[src/pgbr_pkg.sv]
// Shared types and constants for the pulse-gap bus receiver.
package pgbr_pkg;

   localparam int unsigned CSR_ADDR_WIDTH = 4;
   localparam int unsigned CSR_DATA_WIDTH = 32;

   // Register indexes, taken from csr address bits [3:2].
   localparam logic [1:0] REG_ZERO_GAP_LIMIT = 2'd0;
   localparam logic [1:0] REG_FRAME_GAP      = 2'd1;
   localparam logic [1:0] REG_MAX_BYTES      = 2'd2;

   localparam logic [7:0] ZERO_GAP_LIMIT_RESET = 8'd4;
   localparam logic [7:0] FRAME_GAP_RESET      = 8'd16;
   localparam logic [7:0] MAX_BYTES_RESET      = 8'd30;

   localparam logic [2:0] LAST_BIT_POSITION = 3'd7;

   typedef enum logic [1:0] {
      EVENT_BYTE     = 2'd0,
      EVENT_COMPLETE = 2'd1,
      EVENT_ERROR    = 2'd2,
      EVENT_OVERRUN  = 2'd3
   } event_kind_type;

   typedef struct packed {
      logic [7:0] zero_gap_limit;
      logic [7:0] frame_gap;
      logic [7:0] max_bytes;
   } config_type;

   typedef struct packed {
      logic           valid;
      event_kind_type kind;
      logic [7:0]     byte_value;
      logic [7:0]     byte_count;
   } result_type;

endpackage

[src/pgbr_csr.sv]
// Configuration register file with an APB-style access port.
module pgbr_csr (
   input  logic                                 clock,
   input  logic                                 reset,
   input  logic                                 psel,
   input  logic                                 penable,
   input  logic                                 pwrite,
   input  logic [pgbr_pkg::CSR_ADDR_WIDTH-1:0]  paddr,
   input  logic [pgbr_pkg::CSR_DATA_WIDTH-1:0]  pwdata,
   output logic [pgbr_pkg::CSR_DATA_WIDTH-1:0]  prdata,
   output logic                                 pready,
   output pgbr_pkg::config_type                 cfg
);
   import pgbr_pkg::*;

   config_type  cfg_ff;
   config_type  cfg_in;
   logic        write_en;
   logic [1:0]  reg_index;
   logic [7:0]  read_value;

   assign write_en  = psel && penable && pwrite;
   assign reg_index = paddr[3:2];
   assign pready    = 1'b1;

   always_comb begin
      cfg_in = cfg_ff;
      if (write_en) begin
         unique case (reg_index)
            REG_ZERO_GAP_LIMIT: cfg_in.zero_gap_limit = pwdata[7:0];
            REG_FRAME_GAP:      cfg_in.frame_gap      = pwdata[7:0];
            REG_MAX_BYTES:      cfg_in.max_bytes      = pwdata[7:0];
            default:            cfg_in = cfg_ff;
         endcase
      end
   end

   always_comb begin
      unique case (reg_index)
         REG_ZERO_GAP_LIMIT: read_value = cfg_ff.zero_gap_limit;
         REG_FRAME_GAP:      read_value = cfg_ff.frame_gap;
         REG_MAX_BYTES:      read_value = cfg_ff.max_bytes;
         default:            read_value = 8'd0;
      endcase
   end

   assign prdata = {{(CSR_DATA_WIDTH-8){1'b0}}, read_value};
   assign cfg    = cfg_ff;

   always_ff @(posedge clock) begin
      if (reset) begin
         cfg_ff.zero_gap_limit <= ZERO_GAP_LIMIT_RESET;
         cfg_ff.frame_gap      <= FRAME_GAP_RESET;
         cfg_ff.max_bytes      <= MAX_BYTES_RESET;
      end else begin
         cfg_ff <= cfg_in;
      end
   end

endmodule

[src/pgbr_decode.sv]
// Gap counter, bit decoder and byte/frame tracking for one sample per step.
module pgbr_decode (
   input  logic                 clock,
   input  logic                 reset,
   input  logic                 step_en,
   input  logic                 sample,
   input  pgbr_pkg::config_type cfg,
   output pgbr_pkg::result_type result
);
   import pgbr_pkg::*;

   logic [7:0] gap_ff,      gap_in;
   logic [2:0] bit_pos_ff,  bit_pos_in;
   logic [7:0] acc_ff,      acc_in;
   logic [7:0] length_ff,   length_in;
   logic       in_frame_ff, in_frame_in;

   logic [7:0] gap_plus;
   logic [7:0] acc_with_bit;
   logic       bit_value;

   assign gap_plus     = gap_ff + 8'd1;
   assign bit_value    = gap_ff >= cfg.zero_gap_limit;
   assign acc_with_bit = acc_ff | ({7'd0, bit_value} << bit_pos_ff);

   always_comb begin
      gap_in      = gap_ff;
      bit_pos_in  = bit_pos_ff;
      acc_in      = acc_ff;
      length_in   = length_ff;
      in_frame_in = in_frame_ff;
      result      = '0;
      result.kind = EVENT_BYTE;

      if (step_en) begin
         if (sample) begin
            // Recessive: extend the run, clamped at the frame gap.
            if (gap_ff < cfg.frame_gap) begin
               gap_in = gap_plus;
               if (gap_plus == cfg.frame_gap && in_frame_ff) begin
                  result.valid      = 1'b1;
                  result.kind       = (bit_pos_ff != 3'd0) ? EVENT_ERROR : EVENT_COMPLETE;
                  result.byte_count = length_ff;
                  bit_pos_in        = 3'd0;
                  acc_in            = 8'd0;
                  length_in         = 8'd0;
                  in_frame_in       = 1'b0;
               end
            end else begin
               gap_in = cfg.frame_gap;
            end
         end else if (gap_ff != 8'd0) begin
            gap_in = 8'd0;
            if (gap_ff >= cfg.frame_gap && gap_ff >= cfg.zero_gap_limit) begin
               // A long run opens a new frame and carries no bit.
               bit_pos_in  = 3'd0;
               acc_in      = 8'd0;
               length_in   = 8'd0;
               in_frame_in = 1'b1;
            end else if (in_frame_ff) begin
               if (bit_pos_ff != LAST_BIT_POSITION) begin
                  acc_in     = acc_with_bit;
                  bit_pos_in = bit_pos_ff + 3'd1;
               end else begin
                  result.valid      = 1'b1;
                  result.byte_count = length_ff;
                  bit_pos_in        = 3'd0;
                  acc_in            = 8'd0;
                  if (length_ff >= cfg.max_bytes) begin
                     result.kind = EVENT_OVERRUN;
                     length_in   = 8'd0;
                  end else begin
                     result.kind       = EVENT_BYTE;
                     result.byte_value = acc_with_bit;
                     length_in         = length_ff + 8'd1;
                  end
               end
            end
         end
      end
   end

   always_ff @(posedge clock) begin
      if (reset) begin
         gap_ff      <= 8'd0;
         bit_pos_ff  <= 3'd0;
         acc_ff      <= 8'd0;
         length_ff   <= 8'd0;
         in_frame_ff <= 1'b0;
      end else begin
         gap_ff      <= gap_in;
         bit_pos_ff  <= bit_pos_in;
         acc_ff      <= acc_in;
         length_ff   <= length_in;
         in_frame_ff <= in_frame_in;
      end
   end

   // Partial bytes only exist inside a frame.
   assert property (@(posedge clock) disable iff (reset)
      (bit_pos_ff != 3'd0) |-> in_frame_ff)
      else $error("bit position advanced outside a frame");

   // The accumulator is cleared whenever a byte slot restarts.
   assert property (@(posedge clock) disable iff (reset)
      (bit_pos_ff == 3'd0) |-> (acc_ff == 8'd0))
      else $error("stale accumulator bits at byte start");

   // Counted bytes only exist inside a frame.
   assert property (@(posedge clock) disable iff (reset)
      (length_ff != 8'd0) |-> in_frame_ff)
      else $error("frame length held outside a frame");

   // State moves only when a sample is processed.
   assert property (@(posedge clock) disable iff (reset)
      !step_en |=> $stable(gap_ff) && $stable(in_frame_ff) && $stable(length_ff))
      else $error("decoder state changed without a sample");

endmodule

[src/pulse_gap_bus_receiver_top.sv]
// Top level of the pulse-gap bus receiver: sample register, decoder, result register.
//
//   channel   direction  handshake                 payload
//   req       in         req_valid / req_ready     req_line_sample
//   rsp       out        rsp_valid / rsp_ready     rsp_event_kind, rsp_byte_value,
//                                                   rsp_byte_count
//   csr       in/out     psel, penable, pready     paddr, pwrite, pwdata, prdata
//
// One sample item is accepted per cycle while the result side keeps up. An accepted item
// is held in the sample register, is decoded against the running state, and any result
// lands in the result register, from which it is offered. Reset is synchronous and
// active high; it empties both registers, clears the decoder state and loads the register
// defaults. While a result waits unread, the held sample cannot be decoded: an empty
// sample register still takes one item, and further items stall until the result is taken.
module pulse_gap_bus_receiver_top (
   input  logic                                 clock,
   input  logic                                 reset,
   input  logic                                 req_valid,
   output logic                                 req_ready,
   input  logic                                 req_line_sample,
   output logic                                 rsp_valid,
   input  logic                                 rsp_ready,
   output logic [1:0]                           rsp_event_kind,
   output logic [7:0]                           rsp_byte_value,
   output logic [7:0]                           rsp_byte_count,
   input  logic                                 psel,
   input  logic                                 penable,
   input  logic                                 pwrite,
   input  logic [pgbr_pkg::CSR_ADDR_WIDTH-1:0]  paddr,
   input  logic [pgbr_pkg::CSR_DATA_WIDTH-1:0]  pwdata,
   output logic [pgbr_pkg::CSR_DATA_WIDTH-1:0]  prdata,
   output logic                                 pready
);
   import pgbr_pkg::*;

   config_type cfg;
   result_type result;

   // Sample register.
   logic in_valid_ff,  in_valid_in;
   logic in_sample_ff, in_sample_in;

   // Result register.
   logic       rsp_valid_ff, rsp_valid_in;
   logic [1:0] kind_ff,      kind_in;
   logic [7:0] value_ff,     value_in;
   logic [7:0] count_ff,     count_in;

   logic advance;
   logic step_en;
   logic req_fire;

   // The held sample may be decoded whenever the result register is free or
   // is being emptied this cycle.
   assign advance   = !rsp_valid_ff || rsp_ready;
   assign step_en   = in_valid_ff && advance;
   assign req_ready = !in_valid_ff || advance;
   assign req_fire  = req_valid && req_ready;

   pgbr_csr u_csr (
      .clock   (clock),
      .reset   (reset),
      .psel    (psel),
      .penable (penable),
      .pwrite  (pwrite),
      .paddr   (paddr),
      .pwdata  (pwdata),
      .prdata  (prdata),
      .pready  (pready),
      .cfg     (cfg)
   );

   pgbr_decode u_decode (
      .clock   (clock),
      .reset   (reset),
      .step_en (step_en),
      .sample  (in_sample_ff),
      .cfg     (cfg),
      .result  (result)
   );

   always_comb begin
      in_valid_in  = in_valid_ff;
      in_sample_in = in_sample_ff;
      if (req_fire) begin
         in_valid_in  = 1'b1;
         in_sample_in = req_line_sample;
      end else if (advance) begin
         in_valid_in = 1'b0;
      end
   end

   always_comb begin
      rsp_valid_in = rsp_valid_ff;
      kind_in      = kind_ff;
      value_in     = value_ff;
      count_in     = count_ff;
      if (step_en) begin
         rsp_valid_in = result.valid;
         if (result.valid) begin
            kind_in  = result.kind;
            value_in = result.byte_value;
            count_in = result.byte_count;
         end
      end else if (rsp_ready) begin
         rsp_valid_in = 1'b0;
      end
   end

   always_ff @(posedge clock) begin
      if (reset) begin
         in_valid_ff  <= 1'b0;
         rsp_valid_ff <= 1'b0;
      end else begin
         in_valid_ff  <= in_valid_in;
         rsp_valid_ff <= rsp_valid_in;
      end
   end

   // Payload registers carry no reset.
   always_ff @(posedge clock) begin
      in_sample_ff <= in_sample_in;
      kind_ff      <= kind_in;
      value_ff     <= value_in;
      count_ff     <= count_in;
   end

   assign rsp_valid      = rsp_valid_ff;
   assign rsp_event_kind = kind_ff;
   assign rsp_byte_value = value_ff;
   assign rsp_byte_count = count_ff;

   // A decoded result never lands on top of one that has not been taken.
   assert property (@(posedge clock) disable iff (reset)
      (step_en && result.valid) |-> (!rsp_valid_ff || rsp_ready))
      else $error("result register overwritten while full");

   // A held sample that cannot be decoded stays in place.
   assert property (@(posedge clock) disable iff (reset)
      (in_valid_ff && !advance) |=> in_valid_ff && $stable(in_sample_ff))
      else $error("stalled sample lost");

   // Only byte events carry a nonzero byte value.
   assert property (@(posedge clock) disable iff (reset)
      (rsp_valid_ff && kind_ff != EVENT_BYTE) |-> (value_ff == 8'd0))
      else $error("byte value set on a frame event");

endmodule

[config.mk]
export PLATFORM = sky130hd
export DESIGN_NAME = pulse_gap_bus_receiver_top
export DESIGN_NICKNAME = d
export VERILOG_FILES = /design/src/pgbr_pkg.sv /design/src/pgbr_csr.sv /design/src/pgbr_decode.sv /design/src/pulse_gap_bus_receiver_top.sv
export SDC_FILE = /design/constraint.sdc
export NUM_CORES = 1
export LEC_CHECK = 0
export BUFFER_PORTS_ARGS = -buffer_cell sky130_fd_sc_hd__buf_2
export CORE_ASPECT_RATIO = 1.4
export CORE_UTILIZATION = 50
export CTS_CLUSTER_DIAMETER = 60
export DETAILED_ROUTE_END_ITERATION = 12
export GPL_ROUTABILITY_DRIVEN = 1
export PLACE_DENSITY = 0.81
export SETUP_SLACK_MARGIN = 0.3
export SKIP_LAST_GASP = 1
export SYNTH_ARGS = -nofsm -noshare
export SYNTH_HDL_FRONTEND = slang
export SYNTH_SLANG_ARGS = --single-unit
[constraint.sdc]
create_clock -name clock -period 2.8 [get_ports clock]
set_input_delay 0.28 -clock clock [delete_from_list [all_inputs] [get_ports clock]]
set_output_delay 0.28 -clock clock [all_outputs]
set_load 0.02 [all_outputs]
==> results.ini, run 1 <==
[pwr]
powerDensity_nw_per_um2 = 440.6
pwr-share-seq_pct = 45.7
clkPwrFrac_pct = 44.4
intPower_mw = 1.767
swShare_pct = 26.31
p_switching_mw = 0.6308
cellLeakagePower_nw = 2.435
finalPower_mw = 2.398
combPwrFrac_pct = 9.9
irDropWorstVdd_uv = 419.1

[placed_design]
post_dp_cell_area_sq_um = 4853
gp_congestion = 0.9819
pre_cts_slack_ps = 182.2
place_inst = 650
dp_hpwl_mm = 8.219
port_buffers = 45

[timing]
fin_worst_skew_ps = 6.261
worstMarginPinSlew_ps = 831.9
worst_slack_ps = 273.0
whs_ps = 140.5
finalSetupViolCount = 0
finalSetupTns_ps = 0
slew_viol_final = 0
min_period_ps = 2527
fmax_mhz = 395.7
timing.final.hold_violations = 0
rsz0062_at_grt = yes
max-slew-margin-rel_pct = 44.24
timing.final.crit_share_pct = 90.25

[route]
vias = 4102
via_per_inst = 6.068
drt-total-wl_mm = 12.24
drc = 0
drtIter0Drc = 276
wl_per_cell_microns = 18.11
ant_nets = 0
dr.pass1.iters = 5

[logic_synthesis]
avgSynthCellArea_sq_um = 9.048
async_flop_share_pct = 0
syn_area_sq_um = 4533
netlist_instances = 501
synth_fa_ha_area_share_pct = 8.280
synthXorXnorAreaFrac_pct = 1.546
synthTopCellsByCount = dfxtp_1 (54), nor2_1 (48), inv_1 (37)
yosysSeqAreaShare_pct = 36.43
ys.flop_type = dfxtp_1
synth.most_common_cell = dfxtp_1
ys_warn_count = 0
synth_top_area_cell = dfxtp_1
yosys_register_bits = 73
synth.area.mux_share_pct = 7.425
yosys-top-cells-area = dfxtp_1 (24%), edfxtp_1 (13%), ha_1 (8.3%)
yosys.area_share.simple_pct = 19.62
synth-compound-area-share_pct = 15.98
synthDistinctLibCells = 67
synth-edff-count = 19
synth_top_area_share_pct = 23.85
synth_top_family_by_area = simple AND/OR/NAND/NOR gates

[finish]
nNetsFinal = 640
final_area_sq_um = 5443
syn2layout_area_growth_pct = 20.07
drive_gt1_share_pct = 27.85
instances_no_fill = 676
final_core_util_pct = 62.50
n_antenna_cell = 0

[clock_network]
cts.sinks = 73
cts_tree = yes
cts_made_buffers = 9
clock_latency_ps = 330
cts_root_buf = clkbuf_16
htree_levels = 3
clock_path_buffers = 2
clk_pin_slew_ps = 60
ctsHoldBuffers = 0

[setup_path]
start_kind = register
cp.required_ps = 3020
critical_path_class = reg2reg
critPathBufInv = 2
crit_chain = inv_2, ha_4, and3_4, a221oi_4, o21ai_4, o41ai_4, buf_6, nand3_4, a32o_2
critPathCaptureType = register
cp.arrival_ps = 2750
cp_max_fo = 4
max_stage_delay_ps = 480
crit_slowest_cell = o41ai_4
cp_top_family = compound AO/OA/AOI/OAI gates

[global_route]
grt_overflow = 0
grt_usage_pct = 25.77
grt_first_pass_wirelength_mm = 18.37
grt_pass1_vias = 3855
grt_max_degree = 37
antenna_found_initial = 0

[die]
die-area_sq_um = 9456
ios = 97
rows = 40
die_x_microns = 82.47
die_h_microns = 114.7
start_util_pct = 52.05
core_area_sq_um = 8708

[worst_hold_path]
min_path_type = in2reg

[job]
drv_cap = 0

[run_status]
outcome = completed

-- layout by cell type (no fill, tap or decap), types with 20 or more instances in the layout --
master    n
dfxtp_1  41
nor2_1   48
ha_1     20
nand3_1  22
buf_2    46
buf_4    30
conb_1   25
inv_1    31
nand2_1  36
mux2i_1  28
-- cell type report --
| class | count | area, sq um |
|---|---|---|
| multi-input cells | 364 | 2713 |
| repair buffers | 81 | 511.7 |
| fillers | 717 | 3266 |
| clock inverters | 6 | 43.79 |
| clock buffers | 10 | 229.0 |
| inverters | 37 | 141.4 |
| flip-flops and latches | 73 | 1673 |
| well taps | 105 | 131.4 |
-- power by group through the flow --
stage,sequential (mW),clock (mW),combinational [mW]
finish,1.10,1.06,0.238
global route,1.10,1.12,0.255
CTS,1.10,1.07,0.211
detailed placement,1.12,0,0.204
global placement,1.12,0,0.200
floorplan,1.12,0,0.180
-- worst register-to-register path: cells and delay by family (launching register included) --
family                     cells  cell delay [ps]
AOI/OAI and AO/OA              4             1350
DFF                            1              340
and+or+nand+nor                2              280
buffers and inverters          2              240
adders and majority gates      1              210
-- timing repair --
item                                    4_1_cts  5_1_grt
gates cloned                                  0        1
hold endpoints to repair                      0        0
pin swaps                                     2       19
resized for setup                             3       52
buffers inserted                              3        6
endpoints found under the setup margin       34       55
-- state kept, by name, summed over array words and instances (netlist names) --
signal and cells:
u_csr.cfg 24, rsp_byte_count 8, rsp_byte_value 8, u_decode.acc_ff 8
u_decode.gap_ff 8, u_decode.length_ff 8, u_decode.bit_pos_ff 3, rsp_event_kind 2
in_sample_ff 1, in_valid_ff 1, rsp_valid 1, u_decode.in_frame_ff 1
-- worst paths after layout --
path / to / slack, ps / from / cells past startpoint
worst max-delay path: u_decode.bit_pos_ff[0] / 270 / u_csr.cfg[10] / 9
worst min-delay path: in_sample_ff / 140 / req_line_sample / 1
worst max register to register: u_decode.bit_pos_ff[0] / 270 / u_csr.cfg[10] / 9
worst min register to register: u_decode.acc_ff[7] / 450 / u_decode.acc_ff[7] / 2
-- cells by family (layout without fill, tap and decap cells) --
family | after synthesis | after routing
AOI/OAI and AO/OA | 98 | 98
xor gates and xnor gates | 8 | 8
adders and majority gates | 30 | 30
buffers and inverters | 87 | 134
DFF | 73 | 73
muxes | 33 | 33
other | 2 | 25
and+or+nand+nor | 170 | 170
-- layer usage --
layer | GRT usage (%) | routed length, microns | vias up
met5 | 0 | 0 | -
met4 | 17.43 | 780 | 0
met3 | 5.896 | 698 | 62
met2 | 43.20 | 6293 | 201
met1 | 28.17 | 4470 | 1950
li1 | - | - | 1889
(Power assumes the default switching activity.)
==> run 2, diff against run 1 <==
--- a/config.mk
+++ b/config.mk
@@ -7,10 +7,12 @@
 export LEC_CHECK = 0
 export BUFFER_PORTS_ARGS = -buffer_cell sky130_fd_sc_hd__buf_2
+export CELL_PAD_IN_SITES_DETAIL_PLACEMENT = 1
+export CELL_PAD_IN_SITES_GLOBAL_PLACEMENT = 1
 export CORE_ASPECT_RATIO = 1.4
-export CORE_UTILIZATION = 50
+export CORE_UTILIZATION = 37
 export CTS_CLUSTER_DIAMETER = 60
 export DETAILED_ROUTE_END_ITERATION = 12
 export GPL_ROUTABILITY_DRIVEN = 1
-export PLACE_DENSITY = 0.81
+export PLACE_DENSITY = 0.8
 export SETUP_SLACK_MARGIN = 0.3
 export SKIP_LAST_GASP = 1
==> constraint.sdc (replaced) <==
create_clock -name clock -period 2.8 [get_ports clock]
set_input_delay 0.84 -clock clock [delete_from_list [all_inputs] [get_ports clock]]
set_output_delay 0.84 -clock clock [all_outputs]
set_load 0.02 [all_outputs]
==> run 2 against run 1 <==
Compared with the run above: sequential power about the same; final cell count increased by 7.8%; cell area rose by 3.7%.
==> results.ini, run 2 (synthesis results as in run 1) <==
[run_status]
outcome = completed

[timing]
worst_slack_ps = 211.8  ; -61.25 ps
timing.final.crit_share_pct = 92.44  ; +2.2 points
whs_ps = 451.1  ; +310.6 ps
max-slew-margin-rel_pct = 51.64  ; +7.4 points
fin_worst_skew_ps = 9.832  ; +3.571 ps
fmax_mhz = 386.4  ; -2.4%
worstMarginPinSlew_ps = 724.7  ; -107.3 ps
finalSetupTns_ps = 0  ; unchanged
min_period_ps = 2588  ; +61.25 ps
timing.final.hold_violations = 0  ; unchanged
slew_viol_final = 0  ; unchanged
rsz0062_at_grt = yes
finalSetupViolCount = 0  ; unchanged

[finish]
final_core_util_pct = 47.50  ; -15 points
seq_area_sq_um = 1665  ; -0.45%
final_cell_mix = nor2_1 (48), buf_2 (45), dfxtp_1 (45)
n_antenna_cell = 0  ; unchanged
n_fill_cell = 1386  ; +93%
instances_no_fill = 729  ; +7.8%
multi_input_area_sq_um = 2696  ; -0.60%
final_common_cell = nor2_1
nNetsFinal = 651  ; +1.7%
drive_gt1_share_pct = 28.01  ; +0.16 points
largest_reg_flops = 24  ; unchanged
final_area_sq_um = 5643  ; +3.7%
syn2layout_area_growth_pct = 24.48

[job]
drv_cap = 0  ; unchanged

[setup_path]
cp_top_family = simple AND/OR/NAND/NOR gates
rrSetupSlack_ps = 210  ; -60 ps
crit_slowest_cell = or4b_1
worstReg2RegStart = u_decode.gap_ff[2]
reg2reg_depth = 8  ; -1
start_kind = register
critPathCaptureType = register
cp.arrival_ps = 2860  ; +110 ps
critPathBufInv = 1  ; -1
max_stage_delay_ps = 520  ; +40 ps
crit_chain = buf_6, ha_2, nor4_4, o21ai_2, a311o_2, and2_4, or4b_1, a31oi_1
cp_max_fo = 12  ; +8
critical_path_class = reg2reg
regToRegEndpoint = u_decode.length_ff[4]
cp.required_ps = 3070  ; +50 ps

[die]
die_x_microns = 95.55  ; +16%
die-area_sq_um = 12700  ; +34%
ios = 97  ; unchanged
rows = 47  ; +18%
start_util_pct = 38.16  ; -14 points
core_area_sq_um = 11880  ; +36%
die_h_microns = 133.0  ; +16%

[route]
wl_met1_mm = 5.315  ; +19%
dr.pass1.iters = 5  ; unchanged
drt-total-wl_mm = 14.88  ; +22%
highest-signal-layer = met4
via_per_inst = 5.771  ; -4.9%
wl_per_cell_microns = 20.42  ; +13%
drc = 0  ; unchanged
drtIter0Drc = 270  ; -2.2%
ant_nets = 0  ; unchanged
vias = 4207  ; +2.6%
route.met2.wl_mm = 8.440  ; +34%
wl_met3_microns = 407  ; -42%

[placed_design]
dp_hpwl_mm = 9.720  ; +18%
gp_congestion = 0.8776  ; -11%
port_buffers = 45  ; unchanged
place_inst = 698  ; +7.4%
pre_cts_slack_ps = 109.3  ; -72.90 ps
post_dp_cell_area_sq_um = 4967  ; +2.3%

[clock_network]
clock_path_buffers = 2  ; unchanged
htree_levels = 3  ; unchanged
cts.sinks = 73  ; unchanged
cts_root_buf = clkbuf_16
cts_tree = yes
clock_latency_ps = 350  ; +20 ps
cts_made_buffers = 9  ; unchanged
clk_pin_slew_ps = 60  ; about the same
ctsHoldBuffers = 0  ; unchanged

[pwr]
powerDensity_nw_per_um2 = 461.9  ; +4.8%
finalPower_mw = 2.607  ; +8.7%
irDropWorstVdd_uv = 311.7  ; -26%
cellLeakagePower_nw = 2.549  ; +4.7%

[worst_hold_path]
hold_depth = 2  ; +1
min_path_type = reg2reg
min-delay-start = u_decode.acc_ff[7]
whs_endpoint = u_decode.acc_ff[7]

[global_route]
grt_max_degree = 24  ; -35%
grt_usage_pct = 22.58  ; -3.2 points
grt_overflow = 0  ; unchanged
grt_first_pass_wirelength_mm = 21.70  ; +18%
grt_pass1_vias = 4329  ; +12%
antenna_found_initial = 0  ; unchanged

[run 2: worst max path at each step]
stage	from	slack, ps	cells past startpoint	to
global route	u_csr.cfg[10]	160	9	u_decode.length_ff[4]
CTS	u_csr.cfg[10]	300	9	u_decode.length_ff[3]
finish	u_decode.gap_ff[2]	210	8	u_decode.length_ff[4]
floorplan	paddr[3]	230	4	prdata[5]
global placement	u_csr.cfg[10]	190	9	u_decode.bit_pos_ff[0]
detailed placement	paddr[3]	110	5	prdata[0]
[run 2: worst reg2reg max path, stage by stage (launching register included)]
cell,delay [ps]
dfxtp_2,340
buf_6,150
ha_2,200
nor4_4,300
o21ai_2,140
a311o_2,490
and2_4,200
or4b_1,520
a31oi_1,170
[run 2: final cells by class]
cell class,count,area share (%)
well taps,147,3.259
flip-flops and latches,73,29.51
inverters,37,2.550
repair buffers,91,11.37
multi-input cells,365,47.78
clock inverters,6,1.463
clock buffers,10,4.058
[run 2: power breakdown]
part | switching (mW) | total [mW] | internal, mW
registers | 0.0120 | 1.10 | 1.09
clock network | 0.462 | 1.24 | 0.776
logic | 0.173 | 0.272 | 0.0984
[run 2: timing repair]
action	4_1_cts	5_1_grt
endpoints found under the setup margin	68	65
resized for setup	26	35
buffers inserted	5	8
pin swaps	9	17
cloned	0	2
[run 2: routing by layer]
layer,global-route usage (%),vias to the layer above
met5,0,-
met4,10.53,0
met3,4.023,46
met2,42.90,122
met1,22.96,2116
li1,-,1923
==> run 3, diff against run 2 <==
- CORE_MARGIN: not set -> 2
- CTS_CLUSTER_SIZE: not set -> 14
==> run 3 against run 2 <==
Compared with the run above: via count down 1.4%; clock-buffer cell count unchanged; cell area up 0.71%; critical path type unchanged; register-to-register slack better by 70 ps; first-iteration DRC count down 48%; clock power down 15%; sequential cell count unchanged; sequential share of layout area down 0.23 points; fmax up 2.6%; largest cell class unchanged.
==> results.ini, run 3 (synthesis results as in run 1) <==
[finish]
final_common_cell = nor2_1
nNetsFinal = 657  ; +0.92%
multi_input_area_sq_um = 2743  ; +1.7%
largest_reg_flops = 24  ; unchanged
drive_gt1_share_pct = 29.76  ; +1.8 points
syn2layout_area_growth_pct = 25.37
final_cell_mix = nor2_1 (48), dfxtp_1 (46), buf_2 (45)
seq_area_sq_um = 1664  ; about the same
n_fill_cell = 1392  ; +0.43%
final_core_util_pct = 47.84  ; +0.34 points
n_antenna_cell = 0  ; unchanged

[setup_path]
cp.arrival_ps = 2800  ; -60 ps
critical_path_class = reg2reg
regToRegEndpoint = u_decode.in_frame_ff
reg2reg_depth = 10  ; +2
critPathCaptureType = register
start_kind = register
cp_max_fo = 6  ; -6
worstReg2RegStart = u_decode.gap_ff[1]
cp.required_ps = 3080  ; about the same
rrSetupSlack_ps = 280  ; +70 ps

[job]
drv_cap = 0  ; unchanged

[route]
wl_per_cell_microns = 19.53  ; -4.3%
drtIter0Drc = 141  ; -48%
drt-total-wl_mm = 14.36  ; -3.5%
ant_nets = 0  ; unchanged
drc = 0  ; unchanged
via_per_inst = 5.644  ; -2.2%
vias = 4148  ; -1.4%
dr.pass1.iters = 4  ; -1

[clock_network]
clock_latency_ps = 340  ; about the same
clk_pin_slew_ps = 60  ; about the same
cts_made_buffers = 9  ; unchanged
cts.sinks = 73  ; unchanged
cts_tree = yes
cts_root_buf = clkbuf_16
ctsHoldBuffers = 0  ; unchanged
htree_levels = 3  ; unchanged
clock_path_buffers = 2  ; unchanged

[global_route]
grt_overflow = 0  ; unchanged
antenna_found_initial = 0  ; unchanged
grt_max_degree = 25  ; +4.2%
grt_usage_pct = 21.02  ; -1.6 points
grt_first_pass_wirelength_mm = 22.01  ; +1.4%
grt_pass1_vias = 4424  ; +2.2%

[placed_design]
gp_congestion = 0.8864  ; +1.0%
dp_hpwl_mm = 9.731  ; +0.12%
port_buffers = 45  ; unchanged

[timing]
rsz0062_at_grt = yes
max-slew-margin-rel_pct = 52.13  ; +0.50 points
slew_viol_final = 0  ; unchanged
finalSetupTns_ps = 0  ; unchanged
finalSetupViolCount = 0  ; unchanged
fmax_mhz = 396.5  ; +2.6%
min_period_ps = 2522  ; -66.24 ps
timing.final.crit_share_pct = 90.07  ; -2.4 points
worstMarginPinSlew_ps = 717.2  ; -7.440 ps
fin_worst_skew_ps = 8.763  ; -1.069 ps
timing.final.hold_violations = 0  ; unchanged

[worst_hold_path]
min_path_type = reg2reg
min-delay-start = u_decode.acc_ff[7]
hold_depth = 2  ; unchanged
whs_endpoint = u_decode.acc_ff[7]

[die]
die_x_microns = 97.55  ; +2.1%
rows = 47  ; unchanged
core_area_sq_um = 11880  ; unchanged
die-area_sq_um = 13170  ; +3.6%
ios = 97  ; unchanged
start_util_pct = 38.16  ; unchanged
die_h_microns = 135.0  ; +1.5%

[pwr]
irDropWorstVdd_uv = 234.6  ; -25%
cellLeakagePower_nw = 2.543  ; -0.22%
powerDensity_nw_per_um2 = 428.1  ; -7.3%

[run_status]
outcome = completed

==> run 3: cell count changes in the layout (fill, tap and decap cells not counted), sizes merged <==
cell and change:
inv +2, a31o -1, bufinv -2, clkinv -1
buf +7, clkinvlp +1
==> run 3: report_power, final <==
| group | total, mW | leakage (nW) | internal (mW) | switching (mW) |
|---|---|---|---|---|
| sequential | 1.10 | 0.660 | 1.08 | 0.0115 |
| clock | 1.06 | 0.130 | 0.601 | 0.464 |
| combinational | 0.272 | 1.75 | 0.0989 | 0.173 |
| total | 2.43 | 2.54 | 1.79 | 0.648 |
==> run 3: layout make-up <==
type | instances | area share, %
clock inverter | 6 | 0.7486
clock buffer | 10 | 4.029
tap | 147 | 3.236
sequential | 73 | 29.28
timing repair buffer | 98 | 11.91
multi-input combinational | 364 | 48.26
inverter | 37 | 2.532
==> run 3: through the flow <==
step | total power [mW] | hold WS (ps) | cells | area (sq um) | setup WS [ps]
after floorplan | 1.296 | 425.1 | 524 | 4647 | 230.5
after global placement | 1.330 | 434.0 | 701 | 4990 | 168.1
after detailed placement | 1.337 | 441.3 | 701 | 4990 | 100.5
after CTS | 2.413 | 449.9 | 725 | 5421 | 285.4
after global routing | 2.511 | 468.3 | 735 | 5683 | 217.3
final | 2.433 | 449.8 | 735 | 5683 | 278.0
==> run 3: per-layer routing <==
| layer | routed length, microns | GRT usage, % |
|---|---|---|
| met1 | 5025 | 20.23 |
| met2 | 8189 | 41.53 |
| met3 | 474 | 3.986 |
| met4 | 665 | 11.19 |
| met5 | 0 | 0 |
==> run 3: repair_timing <==
action / in CTS / in global routing
buffers inserted: 7 / 10
pin swaps: 5 / 18
gates resized for setup: 28 / 44
gates cloned: 1 / 0
setup endpoints to repair: 64 / 57
==> run 3: worst max path at each step <==
stage,to,start,depth (start not counted)
6_report,u_decode.in_frame_ff,u_decode.gap_ff[1],10
3_5_place_dp,prdata[7],paddr[3],5
4_1_cts,rsp_byte_count[2],u_csr.cfg[10],9
3_3_place_gp,prdata[4],paddr[3],5
5_1_grt,u_decode.length_ff[3],u_csr.cfg[10],9
2_1_floorplan,prdata[5],paddr[3],4
==> run 3: worst max-delay path: stages (launching register included) <==
cell and delay, ps:
dfxtp_4 360, buf_6 130, ha_2 180, and3_4 220, and4_1 210, o211ai_1 180
o41ai_4 560, buf_6 200, buf_4 130, a31o_2 150, and3_1 140
